===== src/design/qrr_isqrt.sv =====
// Pipelined integer square root, one result bit per register stage.
// Standalone; the widths come from its parameters.
`default_nettype none
module qrr_isqrt #(
  parameter int RadW  = 65,
  parameter int SideW = 34
) (
  input  wire logic                      clk_i,
  input  wire logic                      rst_ni,
  input  wire logic                      en_i,
  input  wire logic                      valid_i,
  input  wire logic [RadW-1:0]           rad_i,
  input  wire logic [SideW-1:0]          side_i,
  output logic                           valid_o,
  output logic [(RadW+1)/2-1:0]          root_o,
  output logic [SideW-1:0]               side_o
);

  localparam int RootW = (RadW + 1) / 2;
  localparam int TrialW = RadW + 2;

  logic             valid_s [RootW+1];
  logic [RadW-1:0]  rem_s   [RootW+1];
  logic [RootW-1:0] root_s  [RootW+1];
  logic [SideW-1:0] side_s  [RootW+1];

  assign valid_s[0] = valid_i;
  assign rem_s[0]   = rad_i;
  assign root_s[0]  = '0;
  assign side_s[0]  = side_i;

  for (genvar k = 0; k < RootW; k++) begin : g_stage
    localparam int Bit = RootW - 1 - k;
    logic [TrialW-1:0] trial;
    logic [TrialW-1:0] rem_ext;
    logic              take;
    logic              valid_q;
    logic [RadW-1:0]   rem_q;
    logic [RootW-1:0]  root_q;
    logic [SideW-1:0]  side_q;

    // (root + 2^i)^2 - root^2 = root * 2^(i+1) + 2^(2i)
    assign trial   = (TrialW'(root_s[k]) << (Bit + 1)) | (TrialW'(1) << (2 * Bit));
    assign rem_ext = TrialW'(rem_s[k]);
    assign take    = rem_ext >= trial;

    always_ff @(posedge clk_i or negedge rst_ni) begin
      if (!rst_ni) begin
        valid_q <= 1'b0;
      end else if (en_i) begin
        valid_q <= valid_s[k];
      end
    end

    always_ff @(posedge clk_i) begin
      if (en_i) begin
        rem_q  <= take ? RadW'(rem_ext - trial) : rem_s[k];
        root_q <= take ? (root_s[k] | (RootW'(1) << Bit)) : root_s[k];
        side_q <= side_s[k];
      end
    end

    assign valid_s[k+1] = valid_q;
    assign rem_s[k+1]   = rem_q;
    assign root_s[k+1]  = root_q;
    assign side_s[k+1]  = side_q;
  end

  assign valid_o = valid_s[RootW];
  assign root_o  = root_s[RootW];
  assign side_o  = side_s[RootW];

endmodule
`default_nettype wire


===== config.mk =====
export PLATFORM = sky130hd
export DESIGN_NAME = qrr_isqrt
export DESIGN_NICKNAME = d
export VERILOG_FILES = /design/src/design/qrr_isqrt.sv
export SDC_FILE = /design/constraint.sdc
export NUM_CORES = 2
export LEC_CHECK = 0
export BUFFER_PORTS_ARGS = -buffer_cell sky130_fd_sc_hd__buf_2
export CORE_MARGIN = 2
export CORE_UTILIZATION = 50
export CTS_CLUSTER_DIAMETER = 200
export DETAILED_ROUTE_END_ITERATION = 8
export GPL_TIMING_DRIVEN = 1
export PLACE_DENSITY_LB_ADDON = 0.08
export RECOVER_POWER = 100
export SKIP_LAST_GASP = 1
export SYNTH_ARGS = -nofsm -noshare
export SYNTH_HDL_FRONTEND = slang
export SYNTH_SLANG_ARGS = --single-unit

===== constraint.sdc =====
create_clock -name clk_i -period 7.9 [get_ports clk_i]
set_input_delay 1.185 -clock clk_i [delete_from_list [all_inputs] [get_ports clk_i]]
set_output_delay 1.185 -clock clk_i [all_outputs]
set_load 0.05 [all_outputs]

======== Yosys cells after proc, flatten, opt, wreduce, memory -nomap -nowiden ========
Index checks and enable logic that the tools add are counted.
cells by class
  add/subtract/negate cells ............... 32
  order comparisons ....................... 33
  mux-type cells .......................... 33
operator list
  kind                                          count
  two-way mux 65 bit                            32
  greater-or-equal comparator 65 x 34 -> 1 bit  1
  greater-or-equal comparator 65 x 35 -> 1 bit  1
  greater-or-equal comparator 65 x 36 -> 1 bit  1
  greater-or-equal comparator 65 x 37 -> 1 bit  1
  greater-or-equal comparator 65 x 38 -> 1 bit  1
  greater-or-equal comparator 65 x 39 -> 1 bit  1
  greater-or-equal comparator 65 x 40 -> 1 bit  1
  greater-or-equal comparator 65 x 41 -> 1 bit  1
  greater-or-equal comparator 65 x 42 -> 1 bit  1
  greater-or-equal comparator 65 x 43 -> 1 bit  1
  greater-or-equal comparator 65 x 44 -> 1 bit  1
  greater-or-equal comparator 65 x 45 -> 1 bit  1
  greater-or-equal comparator 65 x 46 -> 1 bit  1
  greater-or-equal comparator 65 x 47 -> 1 bit  1
  greater-or-equal comparator 65 x 48 -> 1 bit  1
  greater-or-equal comparator 65 x 49 -> 1 bit  1
  greater-or-equal comparator 65 x 50 -> 1 bit  1
  greater-or-equal comparator 65 x 51 -> 1 bit  1
  greater-or-equal comparator 65 x 52 -> 1 bit  1
  greater-or-equal comparator 65 x 53 -> 1 bit  1
  greater-or-equal comparator 65 x 54 -> 1 bit  1
  greater-or-equal comparator 65 x 55 -> 1 bit  1
  greater-or-equal comparator 65 x 56 -> 1 bit  1
  other kinds (43)                              43
storage, ports and cells
  bits in registers ....................... 4324
  output and inout port bits .............. 68
  word-level logic and storage cells ...... 261

======== Longest topological paths before layout ========
  depth in word-level cells ............... 2
  mapped depth ............................ 15
  gate-level depth less buffers ........... 12

======== Worst setup path before layout ========
No wires, ideal clock.
  path kind ............................... reg2reg
  start point ............................. reg g_stage[27].rem_q[10]
  end point ............................... reg g_stage[28].rem_q[58], data pin
  setup time .............................. 0.258 ns
  arrival time ............................ 3.190 ns
  data required time ...................... 7.642 ns
  setup slack ............................. 4.453 ns
  stages on the path, launching flop included .. 12
  path buffers ............................ 1
  period minus slack after synthesis ...... 3.447 ns
  cells stage by stage .................... edfxtp_1 -> ha_1 -> nor2b_1 -> o31a_1 -> o311a_1 -> a2111o_1 -> a2111oi_0 -> o21ai_0 -> a211oi_1 -> buf_2 -> nand4_1 -> xnor2_1
between the ends
  longest elaborated chain between the ends .. 2
  elaborated cells on any way between the ends .. 3
  those cells by class .................... add/sub: 1; order compare: 1; mux: 1
RTL lines
  what                                                                                                 RTL line  text
  from (decl)                                                                                          38        logic [RadW-1:0] rem_q;
  from (signal assigned)                                                                               57        rem_q <= take ? RadW'(rem_ext - trial) : rem_s[k];
  subtractor 65 x 38 -> 65 bit / greater-or-equal comparator 65 x 38 -> 1 bit (equally long branches)  57, 45
  two-way mux 65 bit (*)                                                                               57
  to (signal assigned)                                                                                 57
  to (decl)                                                                                            38
Every way passes the cells marked *; elsewhere a longest branch is shown, timed or not.
A chain may end at the register's enable or synchronous reset.

======== Worst setup path in the final report ========
  start point ............................. reg g_stage[24].rem_q[48]
  end point ............................... reg g_stage[25].rem_q[55], data pin
between the ends
  longest elaborated chain between the ends .. 2
  elaborated cells on any way between the ends .. 3
  those cells by class .................... add/sub: 1; order compare: 1; mux: 1
RTL lines
  what                                          RTL line  text
  from (decl)                                   38
  from (signal assigned)                        57
  greater-or-equal comparator 65 x 41 -> 1 bit  45        assign take = rem_ext >= trial;
  via g_stage[25].take                          36        logic take;
  two-way mux 65 bit                            57
  to (signal assigned)                          57
  to (decl)                                     38
The timed path passes the listed nets, and every way through them passes these cells.

==> out/qor_table.md <==
| Quantity | Reported |
|---|---|
| Maximum achievable frequency | 0.165 GHz |
| Number of distinct library cell variants in the gate-level netlist after synthesis | 100 |
| Critical path buffers and inverters | 2 |
| Storage cell area | 114,000 µm² |
| Number of hold-repair buffers added at the cts stage | 0 |
| Transition at the pin with the smallest max-transition slack | 5490 ps |
| HPWL after detailed placement | 298,000 µm |
| Startpoint types | register |
| Worst rel slew slack | -2.66 |
| RSZ-0062 raised after global routing | no |
| Category of the worst setup path capture point | register |
| Post-cts repair resize count | 0 |
| First-pass detailed-route iteration total | 7 |
| Fraction of registers with async set/reset | 0.00869 |
| Number of nets in the synthesized netlist | 12,100 |
| Initial Utilization | 0.501 |
| Count of buffers inserted at the top-level ports | 170 |
| Total count of max-transition violations in the final report | 3,091 |
| Biggest fanout along the worst timing path | 54 |
| Area enclosed by the die boundary | 329,000 µm² |
| Number of register bits inferred by synthesis | 3,796 |
| Proportion of synthesized chip area in sequential cells | 0.701 |
| Sw frac | 0.284 |
| GRT overflow | 0 |
| Critical Path, Cell by Cell | or4_1, or3_1, nor4_1, o211ai_1, a31o_2, a41oi_4, clkbuf_1, inv_2, and2_0, nand3b_1, xnor2_1 |
| Outcome | finished, violations left |
| Number of nets in the layout | 12,500 |
| Via count | 93,200 |
| Post-route setup slack | 1820 ps |
| IO Pins | 171 |
| Number of enable-type register cells in the synthesized netlist | 3,763 |
| Final period demand of the worst path | 6080 ps |
| Wire length reported by the detailed router | 400,000 µm |
| Final clock period utilization by the worst path | 0.769 |
| CTS tree | yes |
| Count of buffers added by post-CTS timing repair for setup | 0 |
| Gpl congestion | 0.948 |
| Area leader, netlist | edfxtp_1 |
| Synth warn | 0 |
| Area of the multi-input gates | 44,800 µm² |
| Synth Area in XOR/XNOR | 0.0494 |
| Top cells by area, synth | edfxtp_1 70%, ha_1 4.5%, xor2_1 2.5% |
| Antenna violations before repair | 27 |
| Data arrival at the endpoint of the critical path | 6730 ps |
| Flip-flop cell with the highest count after synthesis | edfxtp_1 |
| Clock Skew | 58.3 ps |
| Via count of the first global-routing pass | 93,500 |
| Power density over cell area | 306 nW/µm² |
| Pre-CTS worst setup slack | 3030 ps |
| Maximum number of pins on one net before global-route repair | 212 |
| Avg WL per Cell | 24.2 µm |
| Largest family of logic cells by synthesized area | simple AND/OR/NAND/NOR gates |
| Cell at the root of the clock tree | clkbuf_16 |
| Required time reported for the critical path endpoint | 8550 ps |
| Relative area change from synthesis to final layout | 11.6% |
| H-tree levels | 5 |
| Number of cells produced by synthesis | 11,400 |
| TNS Setup | 0 ps |
| Post-Synthesis Cell Area | 162,000 µm² |
| Power share of the clock group | 0.335 |
| Path type of the worst min-delay path | input pin to register |
| Vias per cell | 5.64 |
| Count of standard-cell rows | 209 |
| Average size of a mapped cell | 14.2 µm² |
| Share of the synthesized area in the top cell type | 0.696 |
| Violated checks | capacitance limit, slew limit |
| Share of synthesized cell area in and, or, nand and nor gates | 0.0971 |
| Top delay family on crit path | simple AND/OR/NAND/NOR gates |
| ANT nets after route | 0 |
| Clock latency of the later-clocked register in the worst-skew pair | 950 ps |
| Part of the total power dissipated in sequential elements | 0.490 |
| Buffer depth of the longest clock path | 4 |
| Placeable Area | 324,000 µm² |
| Sink count of the clock tree | 3,796 |
| Horiz. Die Dim | 574 µm |
| Static leakage | 66.0 nW |
| Total DRC errors in the routed layout | 0 |
| Wire length of the first global-routing pass | 593,000 µm |
| Clock edge transition at the registers on the reported setup and hold paths | 70 ps |
| Starting DRC count in detailed routing | 7,890 |
| Share of the synthesized area in compound gates (AO/OA/AOI/OAI) | 0.0767 |
| Leading post-synthesis cells by instance count | 3,763 x edfxtp_1, 742 x inv_1, 683 x nand2_1 |
| Fin. Hold Viols | 0 |
| Count of max-cap constraint violations | 48 |
| Max stage delay cell, worst path | clkbuf_1 |
| Multiplexer area fraction after synthesis | 0.00749 |
| Internal power component | 39.7 mW |
| Sw Pwr | 15.7 mW |
| Share of post-route cells with drive strength above 1 | 0.0724 |
| Adder-cell share of the synthesized area | 0.0455 |
| Most common cell in the netlist | edfxtp_1 |
| Filler cell count | 25,900 |
| Total track usage | 0.240 |
| Stage delay of the slowest cell on the critical path | 1650 ps |
| Worst IR drop on VDD | 0.232 mV |
| Critical path class | register to register |
| Part of the power in combinational logic | 0.175 |
| CTS buffer count | 390 |
| Height of the die | 574 µm |
| Number of setup violations in the final report | 0 |
==> sequential cells by signal, summed over array words and instances (netlist names) <==
signal and flops:
valid_o 1, side_o 34, root_o 33, g_stage.root_q 528
g_stage.rem_q 2080, g_stage.side_q 1088, g_stage.valid_q 32
==> worst paths after layout <==
| path | start | to | slack, ps | cells after the start |
|---|---|---|---|---|
| max in group asynchronous | rst_ni | g_stage[16].valid_q | 6210 | 1 |
| min reg2reg | g_stage[15].side_q[15] | g_stage[16].side_q[15] | 400 | 0 |
| max | g_stage[24].rem_q[48] | g_stage[25].rem_q[55] | 1820 | 11 |
| min in group asynchronous | rst_ni | g_stage[30].valid_q | 690 | 1 |
| min | rad_i[24] | g_stage[0].rem_q[24] | 400 | 1 |
| max reg2reg | g_stage[24].rem_q[48] | g_stage[25].rem_q[55] | 1820 | 11 |
==> stage by stage <==
stage / power (mW) / std cells / cell area (µm²) / utilization / hold WS [ps]
2_1_floorplan: 33.3 / 11400 / 162000 / - / 400
3_3_place_gp: 37.1 / 15800 / 169000 / 0.521 / 400
3_5_place_dp: 37.2 / 15800 / 169000 / 0.521 / 405
4_1_cts: 55.8 / 16500 / 182000 / 0.561 / 236
5_1_grt: 57.9 / 16500 / 181000 / 0.560 / 342
6_report: 55.4 / 16500 / 181000 / 0.560 / 405
==> layout make-up <==
class / count / share of cell area
antenna: 48 / 0.000663
clock buffer: 481 / 0.0568
clock inverter: 242 / 0.0149
tap: 4325 / 0.0299
timing repair buffer: 254 / 0.00725
inverter: 747 / 0.0155
sequential: 3796 / 0.628
multi-input combinational: 6636 / 0.247
==> cells by family after synthesis <==
kind of cell	Yosys count
flip-flops	3796
AND/OR/NAND/NOR	3035
AO/OA/AOI/OAI	1985
buffers and inverters	968
XOR/XNOR	916
adder cells (fa/ha/maj)	590
multiplexers	109
other	1
==> routing by layer <==
layer / part of all wire / vias up / global-route usage
li1: - / 44100 / -
met1: 0.39 / 45700 / 0.291
met2: 0.49 / 2561 / 0.409
met3: 0.057 / 823 / 0.0420
met4: 0.059 / 8 / 0.125
met5: 0.00014 / - / 0
==> layout by cell type (no fill, tap or decap), drive strengths merged, types with 26 or more instances in the layout <==
cell type	count
or4	80
bufinv	42
a211oi	76
inv	764
edfxtp	3763
o21a	113
and3	52
or2	55
or3	96
xnor2	452
nor3	274
o21bai	50
nor2	648
nand4	157
nand2b	111
a21oi	590
a21o	239
nand4b	37
clkinv	157
o21ai	525
diode	48
a21boi	29
nor2b	84
nand2	683
clkinvlp	26
buf	126
mux2	100
o31ai	40
ha	590
dfrtp	33
nand3	189
and2	28
clkbuf	605
xor2	464
a31oi	42
o211ai	40
nand3b	34
nor3b	28
nor4	373
nor4b	51
==> power by group through the flow <==
stage,clock [mW],sequential (mW),combinational (mW)
final,18.5,27.2,9.69
after global routing,19.8,27.4,10.8
after CTS,19.0,27.1,9.75
after detailed placement,0,27.5,9.68
after global placement,0,27.5,9.61
after floorplan,0,26.4,6.90
No activity file was read; power rests on OpenSTA's default activity.
