`src/design/qrr_div.sv`:
```
// Pipelined restoring divider, one quotient bit per register stage, with an
// overflow flag for quotients that do not fit. Standalone.
`default_nettype none
module qrr_div #(
  parameter int NumW  = 36,
  parameter int DenW  = 18,
  parameter int QuotW = 33,
  parameter int SideW = 3
) (
  input  wire logic              clk_i,
  input  wire logic              rst_ni,
  input  wire logic              en_i,
  input  wire logic              valid_i,
  input  wire logic [NumW-1:0]   num_i,
  input  wire logic [DenW-1:0]   den_i,
  input  wire logic [SideW-1:0]  side_i,
  output logic                   valid_o,
  output logic [QuotW-1:0]       quot_o,
  output logic                   ovf_o,
  output logic [SideW-1:0]       side_o
);

  localparam int CmpW = (NumW > DenW + QuotW) ? NumW + 1 : DenW + QuotW + 1;

  logic             valid_s [QuotW+1];
  logic [NumW-1:0]  rem_s   [QuotW+1];
  logic [DenW-1:0]  den_s   [QuotW+1];
  logic [QuotW-1:0] quot_s  [QuotW+1];
  logic             ovf_s   [QuotW+1];
  logic [SideW-1:0] side_s  [QuotW+1];

  assign valid_s[0] = valid_i;
  assign rem_s[0]   = num_i;
  assign den_s[0]   = den_i;
  assign quot_s[0]  = '0;
  assign ovf_s[0]   = CmpW'(num_i) >= (CmpW'(den_i) << QuotW);
  assign side_s[0]  = side_i;

  for (genvar k = 0; k < QuotW; k++) begin : g_stage
    localparam int Bit = QuotW - 1 - k;
    logic [CmpW-1:0]  trial;
    logic [CmpW-1:0]  rem_ext;
    logic             take;
    logic             valid_q;
    logic [NumW-1:0]  rem_q;
    logic [DenW-1:0]  den_q;
    logic [QuotW-1:0] quot_q;
    logic             ovf_q;
    logic [SideW-1:0] side_q;

    assign trial   = CmpW'(den_s[k]) << Bit;
    assign rem_ext = CmpW'(rem_s[k]);
    assign take    = rem_ext >= trial;

    always_ff @(posedge clk_i or negedge rst_ni) begin
      if (!rst_ni) begin
        valid_q <= 1'b0;
      end else if (en_i) begin
        valid_q <= valid_s[k];
      end
    end

    always_ff @(posedge clk_i) begin
      if (en_i) begin
        rem_q  <= take ? NumW'(rem_ext - trial) : rem_s[k];
        den_q  <= den_s[k];
        quot_q <= take ? (quot_s[k] | (QuotW'(1) << Bit)) : quot_s[k];
        ovf_q  <= ovf_s[k];
        side_q <= side_s[k];
      end
    end

    assign valid_s[k+1] = valid_q;
    assign rem_s[k+1]   = rem_q;
    assign den_s[k+1]   = den_q;
    assign quot_s[k+1]  = quot_q;
    assign ovf_s[k+1]   = ovf_q;
    assign side_s[k+1]  = side_q;
  end

  assign valid_o = valid_s[QuotW];
  assign quot_o  = quot_s[QuotW];
  assign ovf_o   = ovf_s[QuotW];
  assign side_o  = side_s[QuotW];

endmodule
`default_nettype wire

```
`config.mk`:
```
export PLATFORM = sky130hd
export DESIGN_NAME = qrr_div
export DESIGN_NICKNAME = d
export VERILOG_FILES = /design/src/design/qrr_div.sv
export SDC_FILE = /design/constraint.sdc
export NUM_CORES = 2
export LEC_CHECK = 0
export BUFFER_PORTS_ARGS = -buffer_cell sky130_fd_sc_hd__buf_2
export CAP_MARGIN = 0
export CORE_MARGIN = 4
export CORE_UTILIZATION = 25
export CTS_CLUSTER_DIAMETER = 150
export CTS_CLUSTER_SIZE = 25
export DETAILED_ROUTE_END_ITERATION = 12
export PLACE_DENSITY = 0.35
export SLEW_MARGIN = 0
export SYNTH_ARGS = -nofsm -noshare
export SYNTH_HDL_FRONTEND = slang
export SYNTH_SLANG_ARGS = --single-unit
```
`constraint.sdc`:
```
create_clock -name clk_i -period 4.7 [get_ports clk_i]
set_input_delay 0.47 -clock clk_i [delete_from_list [all_inputs] [get_ports clk_i]]
set_output_delay 0.47 -clock clk_i [all_outputs]
set_load 0.05 [all_outputs]
```
* Word level (Yosys, flattened, before mapping) *
Cells that the tools add are included.

storage, ports and cells
  register bits = 2982
  input bits = 61
  output and inout port bits = 38
  word-level logic and storage cells = 327

operators by class
  add/subtract/negate cells = 32
  $lt $le $gt $ge = 34
  multiplexer cells = 33

operators by type and width
  operator                                                        count
  36-bit 2-to-1 mux                                               32
  36-bit subtractor                                               15
  36-bit by 51-bit greater-or-equal comparator with 1-bit output  1
  36-bit by 50-bit greater-or-equal comparator with 1-bit output  1
  36-bit by 49-bit greater-or-equal comparator with 1-bit output  1
  36-bit by 48-bit greater-or-equal comparator with 1-bit output  1
  36-bit by 47-bit greater-or-equal comparator with 1-bit output  1
  36-bit by 46-bit greater-or-equal comparator with 1-bit output  1
  36-bit by 45-bit greater-or-equal comparator with 1-bit output  1
  36-bit by 44-bit greater-or-equal comparator with 1-bit output  1
  36-bit by 43-bit greater-or-equal comparator with 1-bit output  1
  36-bit by 42-bit greater-or-equal comparator with 1-bit output  1
  36-bit by 41-bit greater-or-equal comparator with 1-bit output  1
  36-bit by 40-bit greater-or-equal comparator with 1-bit output  1
  36-bit by 39-bit greater-or-equal comparator with 1-bit output  1
  36-bit by 38-bit greater-or-equal comparator with 1-bit output  1
  36-bit by 37-bit greater-or-equal comparator with 1-bit output  1
  36-bit by 18-bit greater-or-equal comparator with 1-bit output  1
  36-bit by 19-bit greater-or-equal comparator with 1-bit output  1
  36-bit by 20-bit greater-or-equal comparator with 1-bit output  1
  36-bit by 21-bit greater-or-equal comparator with 1-bit output  1
  36-bit by 22-bit greater-or-equal comparator with 1-bit output  1
  36-bit by 23-bit greater-or-equal comparator with 1-bit output  1
  36-bit by 24-bit greater-or-equal comparator with 1-bit output  1
  30 further kinds                                                30

* Longest topological paths before layout *
  depth after elaboration = 2
  gate-level depth with buffers = 14

* Least setup slack after synthesis *
OpenSTA, ideal clock, no wires.

  path type = register to register
  from = register g_stage[12].den_q[0]
  to = register g_stage[13].rem_q[28], data pin
  setup time = 0.260 ns
  data arrival time = 3.034 ns
  data required time = 4.440 ns
  path slack = 1.406 ns
  stages on the path, launching flop included = 13
  clock period less this slack = 3.294 ns
  path through = edfxtp_1 ha_1 fa_1 nor2b_1 o21a_1 o31ai_1 a21oi_1 a21oi_1 o21bai_1 a21oi_1 a211oi_2 buf_2 mux2_2

on the way
  word-level cells in the longest chain between the ends = 2
  elaborated cells on any way between the ends = 3
  classes of those cells = add/sub (1); order compare (1); mux (1)

RTL lines
  item                                                                                                        RTL line  text
  from (decl)                                                                                                 46        logic [DenW-1:0] den_q;
  from (signal assigned)                                                                                      66        den_q <= den_s[k];
  36-bit subtractor / 36-bit by 37-bit greater-or-equal comparator with 1-bit output (equally long branches)  65, 53
  36-bit 2-to-1 mux *                                                                                         65        rem_q <= take ? NumW'(rem_ext - trial) : rem_s[k];
  to (signal assigned)                                                                                        65
  to (decl)                                                                                                   45        logic [NumW-1:0] rem_q;

Every way passes the cells marked *; elsewhere a longest branch is shown, timed or not.
A chain may end at the register's enable or synchronous reset.

* Worst setup path after layout *
  from = register g_stage[3].den_q[3]
  to = register g_stage[4].rem_q[31], data pin

on the way
  word-level cells in the longest chain between the ends = 2
  elaborated cells on any way between the ends = 3
  classes of those cells = add/sub (1); order compare (1); mux (1)

RTL lines
  item                                                                                                        RTL line
  from (decl)                                                                                                 46
  from (signal assigned)                                                                                      66
  36-bit by 46-bit greater-or-equal comparator with 1-bit output / 36-bit subtractor (equally long branches)  53, 65
  36-bit 2-to-1 mux *                                                                                         65
  to (signal assigned)                                                                                        65
  to (decl)                                                                                                   45

Marks and branches as above.

==> impl_metrics.yaml <==
status:
  status: "completed"
critical_path:
  worstSetupEndpointType: "flop"
  worst_setup_path_start_kind: "flop"
  reg2reg_to: "g_stage[4].rem_q[31]"
  r2r_start: "g_stage[3].den_q[3]"
  path_max_fanout: 8
  reg2reg_slack_ns: 0.77
  path_class: "reg2reg"
  required_ns: 5.34
  crit_arrival_ns: 4.57
  r2r_cells: 9
sta:
  tightestPinTransition_ns: 1.06
  whs_ns: 0.182
  hold_violations: 0
  max_freq_mhz: 255
  tns_ns: 0
  slew_headroom_pct: 28.4
  fin_ws_ns: 0.774
  finClkSkew_ns: 0.0466
  finalCriticalPeriod_ns: 3.93
  grt_setup_unrepaired: "no"
  fin_crit_sh_pct: 83.5
  setup_viol: 0
  maxSlewViolCount: 0
global_routing:
  grt_max_degree: 162
  grt_pass1_vias: 58800
  antenna_found_initial: 3
  grt_pass1_wl_um: 379000
  groute.usage.overall_pct: 11.2
  grt-ovfl-total: 0
routing:
  routed_via_density: 4.30
  wl_per_cell_um: 18.6
  routed_wirelength_um: 249000
  num_vias: 57600
  drc: 0
  drtIter0Drc: 3879
  ant_nets: 0
  dr.pass1.iters: 5
run:
  cap_violations: 0
synth:
  synth_ff_type: "edfxtp_1"
  synthCells: 7425
  syn_avg_cell_area_um2: 14.4
  synth_cell_types: 93
  ys_warn_count: 0
  synth_nets: 8010
  synth_edf_count: 2421
  ys_seq_area_share_pct: 68.9
  synth_seq_cells: 2454
  synth_area_um2: 107000
  synthArstFlopShare_pct: 1.34
cts:
  cts_sinks: 2454
  root_buffer: "clkbuf_16"
  clk_pin_slew_worst_paths_ns: 0.10
  cts_tree: "done"
  cts_buffer_depth: 4
  insertion_delay_ns: 0.92
  numCtsBuffers: 114
  htree_levels: 3
worst_hold_path:
  hp-class: "in2async"
finish:
  stdcell_count: 13400
  final_area_um2: 119000
  fill_cells: 42900
  layout_common_cells: "edfxtp_1 (2421), inv_1 (642), ha_1 (492), a21oi_1 (400), nor2_1 (385)"
  area_growth_pct: 11.1
  fin_util_pct: 27.9
  final_common_cell: "edfxtp_1"
  fin_nets: 8276
  drive_gt1_share_pct: 7.49
power:
  p_per_area_nw_per_um2: 470
  intPower_mw: 38.4
  seqPwrFrac_pct: 53.8
  switching_share_pct: 31.1
  power_frac_comb_pct: 25.5
  power_frac_clock_pct: 20.7
  leakage_nw: 42.6
  switchingPower_mw: 17.3
  finalPower_mw: 55.7
  max-vdd-ir-drop_mv: 0.307
floorplanning:
  floorplan.initialDensity_pct: 25.1
  die_w_um: 662
  dieArea_um2: 438000
  fp.coreArea_um2: 425000
  dieHeight_um: 662
  num_rows: 239
  ioPinCount: 99
place:
  place.gp.congestion: 0.791
  dpl_cell_area_um2: 115000
  hpwl_um: 184000
  dp_slack_ns: 0.546
  portBuffers: 98
  placedCellCount: 13200
==> area by class of cell <==
| cell class | instances | area, um2 | area share [%] |
|---|---|---|---|
| well taps | 5663 | 7090 | 5.97 |
| multi-input cells | 4232 | 30500 | 25.7 |
| clock inverters | 8 | 100 | 0.0844 |
| repair buffers | 245 | 1980 | 1.67 |
| inverters | 644 | 2420 | 2.04 |
| flip-flops and latches | 2454 | 73500 | 62.0 |
| clock buffers | 134 | 3010 | 2.54 |
| diodes | 7 | 17.5 | 0.0148 |
==> how the worst max path moves through the flow <==
stage	start	endpoint	slack (ns)	depth (start not counted)
floorplan	g_stage[12].den_q[0]	g_stage[13].rem_q[28]	1.41	12
global placement	g_stage[3].rem_q[31]	g_stage[4].rem_q[31]	0.56	8
detailed placement	g_stage[3].den_q[3]	g_stage[4].rem_q[31]	0.55	9
CTS	g_stage[3].den_q[3]	g_stage[4].rem_q[31]	0.49	9
global route	g_stage[3].den_q[3]	g_stage[4].rem_q[33]	0.43	9
finish	g_stage[3].den_q[3]	g_stage[4].rem_q[31]	0.77	9
==> worst max-delay path, stage by stage (launching register included) <==
cell and delay, ns:
edfxtp_1 0.37, inv_1 0.05, ha_1 0.36, or4b_2 0.59
nor3_1 0.39, nand4_1 0.19, o41ai_1 0.33, a211oi_1 0.22
nor2_1 0.74, mux2_2 0.42
==> logic make-up after synthesis <==
kind of cell / synth area share (%)
AOI/OAI and AO/OA: 7.81
xor gates and xnor gates: 4.05
adders and majority gates: 6.37
buffers and inverters: 2.63
DFF: 68.9
muxes: 2.31
and+or+nand+nor: 7.97
==> routing by layer <==
layer / track usage, % / routed length, um / vias up
li1: - / - / 28200
met1: 15.7 / 120000 / 28500
met2: 18.6 / 118000 / 681
met3: 1.26 / 6770 / 217
met4: 2.17 / 4620 / 0
met5: 0 / 0 / -
==> power by group through the flow <==
stage	registers [mW]	logic (mW)	clock network, mW
6_report	30.0	14.2	11.5
5_1_grt	30.4	16.0	13.1
4_1_cts	30.1	14.4	12.4
3_5_place_dp	30.6	14.2	0
3_3_place_gp	30.7	14.2	0
2_1_floorplan	29.3	10.4	0
==> flip-flops by register name (all words and copies together) (netlist names), 3 cells and up <==
register,count
g_stage.valid_q,32
side_o,3
g_stage.side_q,96
g_stage.rem_q,1152
g_stage.den_q,576
quot_o,33
g_stage.quot_q,528
g_stage.ovf_q,32
==> cell usage after synthesis, types with 9 or more instances <==
| cell type | n | area share (%) |
|---|---|---|
| and4_1 | 11 | 0.090 |
| inv_1 | 642 | 2.3 |
| nand3_1 | 92 | 0.43 |
| a21boi_0 | 29 | 0.20 |
| clkbuf_1 | 70 | 0.25 |
| xor2_1 | 220 | 1.8 |
| fa_1 | 32 | 0.60 |
| and3_1 | 27 | 0.16 |
| nor4_1 | 172 | 1.0 |
| nor2b_1 | 93 | 0.54 |
| ha_1 | 492 | 5.8 |
| o21a_1 | 73 | 0.51 |
| a21o_1 | 179 | 1.3 |
| and2_1 | 13 | 0.076 |
| a31oi_1 | 26 | 0.15 |
| mux2i_1 | 28 | 0.26 |
| or4_1 | 37 | 0.26 |
| dfrtp_1 | 33 | 0.77 |
| edfxtp_1 | 2421 | 68 |
| buf_2 | 12 | 0.056 |
| xnor2_1 | 274 | 2.2 |
| a211oi_1 | 33 | 0.23 |
| nor2_1 | 385 | 1.4 |
| a211o_1 | 14 | 0.11 |
| or3_1 | 51 | 0.30 |
| nand2_1 | 380 | 1.3 |
| o21ai_0 | 346 | 1.6 |
| nand4_1 | 73 | 0.43 |
| o211ai_1 | 19 | 0.13 |
| o2111ai_1 | 9 | 0.074 |
| nand3b_1 | 15 | 0.11 |
| or2_2 | 25 | 0.15 |
| nor4b_1 | 25 | 0.21 |
| nand2b_1 | 77 | 0.45 |
| a21oi_1 | 401 | 1.9 |
| nor3_1 | 123 | 0.58 |
| nand4b_1 | 23 | 0.19 |
| o41ai_1 | 13 | 0.11 |
| a41oi_1 | 10 | 0.082 |
| o31ai_1 | 44 | 0.31 |
| nor3b_1 | 11 | 0.077 |
| mux2_2 | 193 | 2.0 |
| o31a_1 | 14 | 0.11 |
| o21bai_1 | 34 | 0.24 |
==> timing repair <==
action                                 CTS  global route
buffers inserted                         0             0
resized for setup                        0             0
endpoints found under the hold margin   92             0
hold buffers                            59             0
(Power assumes the default switching activity.)
